===== config.mk =====
export PLATFORM = sky130hd
export DESIGN_NAME = avd_ctrl
export DESIGN_NICKNAME = d
export VERILOG_FILES = /design/src/hdl/avd_pkg.sv /design/src/hdl/avd_ctrl.sv
export VERILOG_INCLUDE_DIRS = /design/src /design/src/hdl
export SDC_FILE = /design/constraint.sdc
export NUM_CORES = 1
export LEC_CHECK = 0
export ABC_AREA = 1
export BUFFER_PORTS_ARGS = -buffer_cell sky130_fd_sc_hd__buf_2
export CORE_ASPECT_RATIO = 1.75
export CORE_MARGIN = 4
export CORE_UTILIZATION = 25
export DETAILED_ROUTE_END_ITERATION = 12
export GPL_ROUTABILITY_DRIVEN = 0
export HOLD_SLACK_MARGIN = 0.05
export MAX_ROUTING_LAYER = met4
export PLACE_DENSITY_LB_ADDON = 0.05
export SLEW_MARGIN = 10
export SYNTH_ARGS = -nofsm -noshare
export SYNTH_HDL_FRONTEND = slang
export SYNTH_SLANG_ARGS = --single-unit

===== constraint.sdc =====
create_clock -name clk_i -period 1.4 [get_ports clk_i]
set_clock_uncertainty 0.1 [all_clocks]
set_input_delay 0 -clock clk_i [delete_from_list [all_inputs] [get_ports clk_i]]
set_output_delay 0 -clock clk_i [all_outputs]
set_load 0.02 [all_outputs]

===== src/hdl/assert_macros.svh =====
// Assertion macros used by the block's controller.
`ifndef ASSERT_MACROS_SVH
`define ASSERT_MACROS_SVH
`ifndef SYNTHESIS
`define AVD_ASSERT(lbl, prop) \
  lbl: assert property (@(posedge clk_i) disable iff (!rst_ni) prop) \
    else $error("assertion failed");
`define AVD_ASSERT_ALWAYS(lbl, prop) \
  lbl: assert property (@(posedge clk_i) prop) else $error("assertion failed");
`else
`define AVD_ASSERT(lbl, prop)
`define AVD_ASSERT_ALWAYS(lbl, prop)
`endif
`endif


===== src/hdl/avd_pkg.sv =====
// Types, constants and control structs of the VWAP deviation alert block.
package avd_pkg;

  localparam int unsigned NUM_AGENTS_DEF = 1024;

  localparam int unsigned MUL_AW = 128;
  localparam int unsigned MUL_BW = 64;
  localparam int unsigned MUL_PW = 160;
  localparam int unsigned DIV_NW = 160;
  localparam int unsigned DIV_DW = 112;
  localparam int unsigned DIV_CW = $clog2(DIV_NW);

  localparam logic [1:0]  TT_BUY      = 2'd2;
  localparam logic [1:0]  TT_SELL     = 2'd3;
  localparam logic [23:0] VOL_THR_RST = 24'd500;
  localparam logic [19:0] DEV_THR_RST = 20'd1000;
  localparam logic [19:0] PPM_SCALE   = 20'd1000000;

  typedef enum logic [1:0] {
    CFG_VOL_THR = 2'd0,
    CFG_DEV_THR = 2'd1
  } cfg_idx_e;

  typedef enum logic [1:0] {
    MS_X = 2'd0,
    MS_Y = 2'd1,
    MS_D = 2'd2
  } mul_sel_e;

  typedef enum logic [1:0] {
    DS_DAY = 2'd0,
    DS_DEV = 2'd1,
    DS_AVG = 2'd2
  } div_sel_e;

  typedef struct packed {
    logic [23:0] price;
    logic [23:0] qty;
    logic [1:0]  trade_kind;
    logic [9:0]  buyer_id;
    logic [9:0]  seller_id;
  } trade_t;

  typedef struct packed {
    logic [9:0]  alert_agent;
    logic        side;
    logic [23:0] trade_price;
    logic [31:0] agent_average;
    logic [31:0] day_average;
    logic [47:0] agent_volume;
    logic [23:0] deviation_ppm;
  } alert_t;

  typedef struct packed {
    logic     clr_wr;
    logic     in_load;
    logic     note_load;
    logic     upd;
    logic     mul_start;
    mul_sel_e mul_sel;
    logic     x_load;
    logic     y_load;
    logic     side_load;
    logic     div_start;
    div_sel_e div_sel;
    logic     dday_load;
    logic     ddev_load;
    logic     davg_load;
    logic     zero_agent;
    logic     out_load;
  } ctrl_cmd_t;

  typedef struct packed {
    logic clr_last;
    logic agent_ok;
    logic agent_pass;
    logic aq_zero;
    logic dev_pass;
    logic mul_busy;
    logic mul_done;
    logic div_busy;
    logic div_done;
    logic out_free;
  } dp_sts_t;

endpackage


===== src/hdl/avd_ctrl.sv =====
// Controller: sequences table clear, update, multiplies and divisions per item.
`include "assert_macros.svh"

module avd_ctrl (
  input  logic               clk_i,
  input  logic               rst_ni,
  input  logic               in_valid_i,
  output logic               in_ready_o,
  input  avd_pkg::dp_sts_t   sts_i,
  output avd_pkg::ctrl_cmd_t cmd_o
);

  typedef enum logic [12:0] {
    S_CLEAR = 13'b0000000000001,
    S_IDLE  = 13'b0000000000010,
    S_NOTE  = 13'b0000000000100,
    S_UPD   = 13'b0000000001000,
    S_CHK   = 13'b0000000010000,
    S_DDAY  = 13'b0000000100000,
    S_MULX  = 13'b0000001000000,
    S_MULY  = 13'b0000010000000,
    S_DIFF  = 13'b0000100000000,
    S_MULD  = 13'b0001000000000,
    S_DDEV  = 13'b0010000000000,
    S_DAVG  = 13'b0100000000000,
    S_THR   = 13'b1000000000000
  } state_e;

  state_e state_q, state_d;

  assign in_ready_o = (state_q == S_IDLE);

  always_comb begin
    cmd_o   = '0;
    state_d = state_q;
    case (state_q)
      S_CLEAR: begin
        cmd_o.clr_wr = 1'b1;
        if (sts_i.clr_last) begin
          state_d = S_IDLE;
        end
      end
      S_IDLE: begin
        if (in_valid_i) begin
          cmd_o.in_load = 1'b1;
          state_d       = S_NOTE;
        end
      end
      S_NOTE: begin
        cmd_o.note_load = 1'b1;
        state_d         = S_UPD;
      end
      S_UPD: begin
        cmd_o.upd = 1'b1;
        state_d   = sts_i.agent_ok ? S_CHK : S_IDLE;
      end
      S_CHK: begin
        if (sts_i.agent_pass) begin
          cmd_o.div_start = 1'b1;
          cmd_o.div_sel   = avd_pkg::DS_DAY;
          state_d         = S_DDAY;
        end else begin
          state_d = S_IDLE;
        end
      end
      S_DDAY: begin
        if (sts_i.div_done) begin
          cmd_o.dday_load = 1'b1;
          if (sts_i.aq_zero) begin
            cmd_o.zero_agent = 1'b1;
            state_d          = S_THR;
          end else begin
            cmd_o.mul_start = 1'b1;
            cmd_o.mul_sel   = avd_pkg::MS_X;
            state_d         = S_MULX;
          end
        end
      end
      S_MULX: begin
        if (sts_i.mul_done) begin
          cmd_o.x_load    = 1'b1;
          cmd_o.mul_start = 1'b1;
          cmd_o.mul_sel   = avd_pkg::MS_Y;
          state_d         = S_MULY;
        end
      end
      S_MULY: begin
        if (sts_i.mul_done) begin
          cmd_o.y_load = 1'b1;
          state_d      = S_DIFF;
        end
      end
      S_DIFF: begin
        cmd_o.side_load = 1'b1;
        cmd_o.mul_start = 1'b1;
        cmd_o.mul_sel   = avd_pkg::MS_D;
        state_d         = S_MULD;
      end
      S_MULD: begin
        if (sts_i.mul_done) begin
          cmd_o.div_start = 1'b1;
          cmd_o.div_sel   = avd_pkg::DS_DEV;
          state_d         = S_DDEV;
        end
      end
      S_DDEV: begin
        if (sts_i.div_done) begin
          cmd_o.ddev_load = 1'b1;
          cmd_o.div_start = 1'b1;
          cmd_o.div_sel   = avd_pkg::DS_AVG;
          state_d         = S_DAVG;
        end
      end
      S_DAVG: begin
        if (sts_i.div_done) begin
          cmd_o.davg_load = 1'b1;
          state_d         = S_THR;
        end
      end
      S_THR: begin
        if (!sts_i.dev_pass) begin
          state_d = S_IDLE;
        end else if (sts_i.out_free) begin
          cmd_o.out_load = 1'b1;
          state_d        = S_IDLE;
        end
      end
      default: begin
        state_d = S_IDLE;
      end
    endcase
  end

  always_ff @(posedge clk_i or negedge rst_ni) begin
    if (!rst_ni) begin
      state_q <= S_CLEAR;
    end else begin
      state_q <= state_d;
    end
  end

  `AVD_ASSERT(a_mul_idle, cmd_o.mul_start |-> !sts_i.mul_busy)
  `AVD_ASSERT(a_div_idle, cmd_o.div_start |-> !sts_i.div_busy)
  `AVD_ASSERT(a_no_overwrite, cmd_o.out_load |-> sts_i.out_free)
  `AVD_ASSERT_ALWAYS(a_rst_closed, !rst_ni |-> !in_ready_o)

endmodule


Word level (Yosys, flattened, before mapping)
Index checks and enable logic that the tools add are counted.
{"block": "word_totals", "register_bits": 13, "input_bits": 13, "out_inout_bits": 19}
{"block": "op_classes", "eq_ne": 22, "muxes": 41, "n_reduce_logical": 1}
{"operator": "$pmux W13 S13", "count": 1}
{"operator": "$mux W13", "count": 11}
{"operator": "$mux W1", "count": 19}
{"operator": "$pmux W3 S3", "count": 2}
{"operator": "$ne A2 B2 Y1 const B", "count": 8}
{"operator": "$mux W3", "count": 5}
{"operator": "$eq A13 B1 Y1 const B", "count": 1}
{"operator": "$eq A13 B10 Y1 const B", "count": 1}
{"operator": "$eq A13 B11 Y1 const B", "count": 1}
{"operator": "$eq A13 B12 Y1 const B", "count": 1}
{"operator": "$eq A13 B13 Y1 const B", "count": 1}
{"operator": "$eq A13 B2 Y1 const B", "count": 1}
{"operator": "$eq A13 B3 Y1 const B", "count": 1}
{"operator": "$eq A13 B4 Y1 const B", "count": 1}
{"operator": "$eq A13 B5 Y1 const B", "count": 1}
{"operator": "$eq A13 B6 Y1 const B", "count": 1}
{"operator": "$eq A13 B7 Y1 const B", "count": 1}
{"operator": "$eq A13 B8 Y1 const B", "count": 1}
{"operator": "$eq A13 B9 Y1 const B", "count": 1}
{"operator": "$reduce_and A9 Y1", "count": 1}
{"operator": "$mux W6", "count": 1}
{"operator": "$mux W5", "count": 1}
{"operator": "$mux W4", "count": 1}
{"operator": "$ne A3 B3 Y1 const B", "count": 1}

Logic depth before layout (Yosys ltp)
{"block": "depth", "ltp_word": 3, "depth_mapped": 11, "depth_no_buf": 11}

Worst setup path after synthesis
No wires, ideal clock.
{"block": "synth_timing", "path_kind": "register to output", "start": "register state_q[11]", "end": "output port cmd_o[13] (netlist name)", "t_arrival_ns": 1.585, "path_slack_ns": -0.285, "stages_incl_launch_ff": 9, "path_buffers": 1, "path_cell_list": "dfrtp_1 > nor2_2 > nand2_2 > nor2_4 > buf_6 > nand2_1 > nor2_1 > inv_1 > nand3_1"}
{"item": "from (decl)", "line_no": "avd_ctrl.sv:29", "rtl": "state_e state_q, state_d;"}
{"item": "from (signal assigned)", "line_no": "avd_ctrl.sv:138", "rtl": "state_q <= state_d;"}
{"item": "to (decl)", "line_no": "avd_ctrl.sv:10", "rtl": "output avd_pkg::ctrl_cmd_t cmd_o"}

==> run summary <==
Fill count = 373
GRT Total Usage = 0.1499
Commonest cells after routing, fill and taps aside = 39 x buf_4, 30 x buf_6, 28 x nand2_1
R2R depth = 12
CP arrival = 1660 ps
Hpwl dp = 2657 microns
Slew headroom = 0.7373
Post-route ant nets = 0
Non-filler cells, final = 298
Hold path depth = 5
DR vias/cell = 4.228
Die W = 56.43 microns
Total Wirelength = 3658 microns
HP Class = input port to flop
CTS tree = done
Switching Share = 0.4273
Worst path required time = 1300 ps
Boundary pin count = 32
H-tree depth = 1
DR DRC count = 0
CTS max path bufs = 2
Psw = 1244 uW
IO Port Bufs = 29
Top Registers = state_q x13
Failing checks = negative setup slack
Status = complete, but fails checks
NumNets Final = 264
CP Launch Type = flop
Worst slack, placed = -325.4 ps
Largest net degree at the start of global routing = 14
Mapped Nets = 172
Ys flop type = dfrtp_1
Initial antenna violation count = 0
Die Area = 0.005233 sq mm
Post-synth EDFFs = 0
RSZ-0062 raised after global routing = yes
Yosys cell types = 22
Clock transition at the registers of the reported paths = 70 ps
Share of power burned in registers = 0.170
Placed cell count = 263
Synth async-reset ratio = 1.000
Initial DRC count = 20
Most flops, register = state_q
Measured slew at the worst slew-check pin = 393.7 ps
Number of diodes = 0
Clock share of power = 0.122
Endpoints failing hold = 0
Tcrit/Tclk final = 1.259
Critical path class = flop to output port
Post-synthesis cell area = 0.001026 sq mm
Number of flip-flops in the largest register = 13
Total power divided by cell area = 1321 mW/mm^2
Core area = 0.003904 sq mm
VDD IR max = 0.6972 mV
Routed via count = 1260
First-pass GRT wire length = 5975 microns
Syn Area/Cell = 6.453 sq um
P_int = 1667 uW
Final WS setup = -362.9 ps
Fin util = 0.5644
Post-route cell area = 0.002203 sq mm
Commonest non-fill, non-tap cell in the layout = buf_4
Clk_lat worst skew = 250 ps
Seq. cell area = 326.6 sq um
Area grow syn2layout = 114.8%
Max Clk Rate = 0.5672 GHz
Pins Over Slew Limit = 0
Mapped Cells = 159
Post-DP Area = 0.001515 sq mm
Inserted Clock Buffers = 3
Max Cap Viol = 0
CP Capture Type = output port
Worst-path fanout max = 4
Initial Util = 0.2628
Overflow after GRT = 0
Fin Hold WS = 60.36 ps
Synthesis warning total = 0
Register bit total from synthesis = 13
Die H = 92.75 microns
Share of cells above drive strength 1 = 0.6360
Row count = 30
Lkg Pwr = 0.001202 uW
1st-pass router iterations = 5
Area of the multi-input gates = 832.0 sq um
Combinational Power Share = 0.708
Register area share after synthesis = 0.3183
CTS Sinks = 13
Minimum clock period after layout = 1763 ps
WL/cell = 12.28 microns
Final setup viols = 29
Root Buffer = clkbuf_8
Vias in the first global route = 1377
-- through the flow --
step / setup TNS (ps) / total power (uW)
global placement: -3741 / 1772
floorplan: -966.6 / 1262
finish: -8033 / 2911
global route: -10650 / 3094
detailed placement: -4066 / 1771
CTS: -9589 / 2683
-- cell type report --
cell class                      count  share of cell area
Multi-Input combinational cell    112              0.3776
Timing Repair Buffer               89              0.3680
Sequential cell                    13              0.1482
Inverter                           32             0.05792
Tap cell                           48             0.02726
Clock buffer                        3             0.01874
Clock inverter                      1            0.002271
-- power by group through the flow --
| stage | clock network (uW) | logic, uW | registers [uW] |
|---|---|---|---|
| finish | 354 | 2060 | 496 |
| CTS | 364 | 1820 | 496 |
| floorplan | 0 | 765 | 497 |
| detailed placement | 0 | 1270 | 496 |
| global placement | 0 | 1280 | 493 |
| global route | 381 | 2210 | 504 |
-- cell usage after synthesis (2+ instances only) --
master,number,area [sq um]
inv_1,31,116.4
nand3_2,2,20.02
buf_4,2,15.01
nand2_4,2,22.52
nor2_2,9,56.30
nor2_1,31,116.4
nor3_1,2,10.01
nand2_2,6,37.54
nand3b_1,3,22.52
nand3_1,10,50.05
nand2_1,39,146.4
dfrtp_1,12,300.3
-- critical path, cell delays in order (launching register included) --
cell and delay [ps]:
dfrtp_1 410, nor2_4 150, nand2_4 100, nor2_8 140
nand2_2 100, buf_6 130, nor2_4 110, nand3b_1 140
buf_6 120
-- kinds of logic after synthesis --
family	count (synthesis)	synth area share
buffers and inverters	35	0.1427
flip-flops	13	0.3183
AO/OA/AOI/OAI	3	0.01585
AND/OR/NAND/NOR	108	0.5232
-- what timing repair did --
item	CTS	global route
hold buffers	5	0
gates resized for setup	70	40
pin swaps	16	15
endpoints found under the hold margin	17	0
setup buffers	19	7
cloned	1	0
setup endpoints to repair	30	32
-- per-layer routing --
metal | vias to the layer above | share of wire | global-route usage
met4 | 0 | 0.024 | 0.06931
met3 | 8 | 0.030 | 0.01674
met5 | - | 0 | -
met2 | 32 | 0.58 | 0.2857
li1 | 655 | - | -
met1 | 565 | 0.37 | 0.1461
-- final timing paths --
path | startpoint | end | slack (ps)
setup reg to reg | state_q[5] | state_q[6] | -330
hold / removal | sts_i[0] | state_q[12] | 60
setup / recovery | state_q[2] | cmd_o[7] | -360
min in group asynchronous | rst_ni | state_q[3] | 80
max in group asynchronous | rst_ni | state_q[0] | 830
hold reg to reg | state_q[7] | state_q[7] | 540
Power figures use the tool's default switching activity.
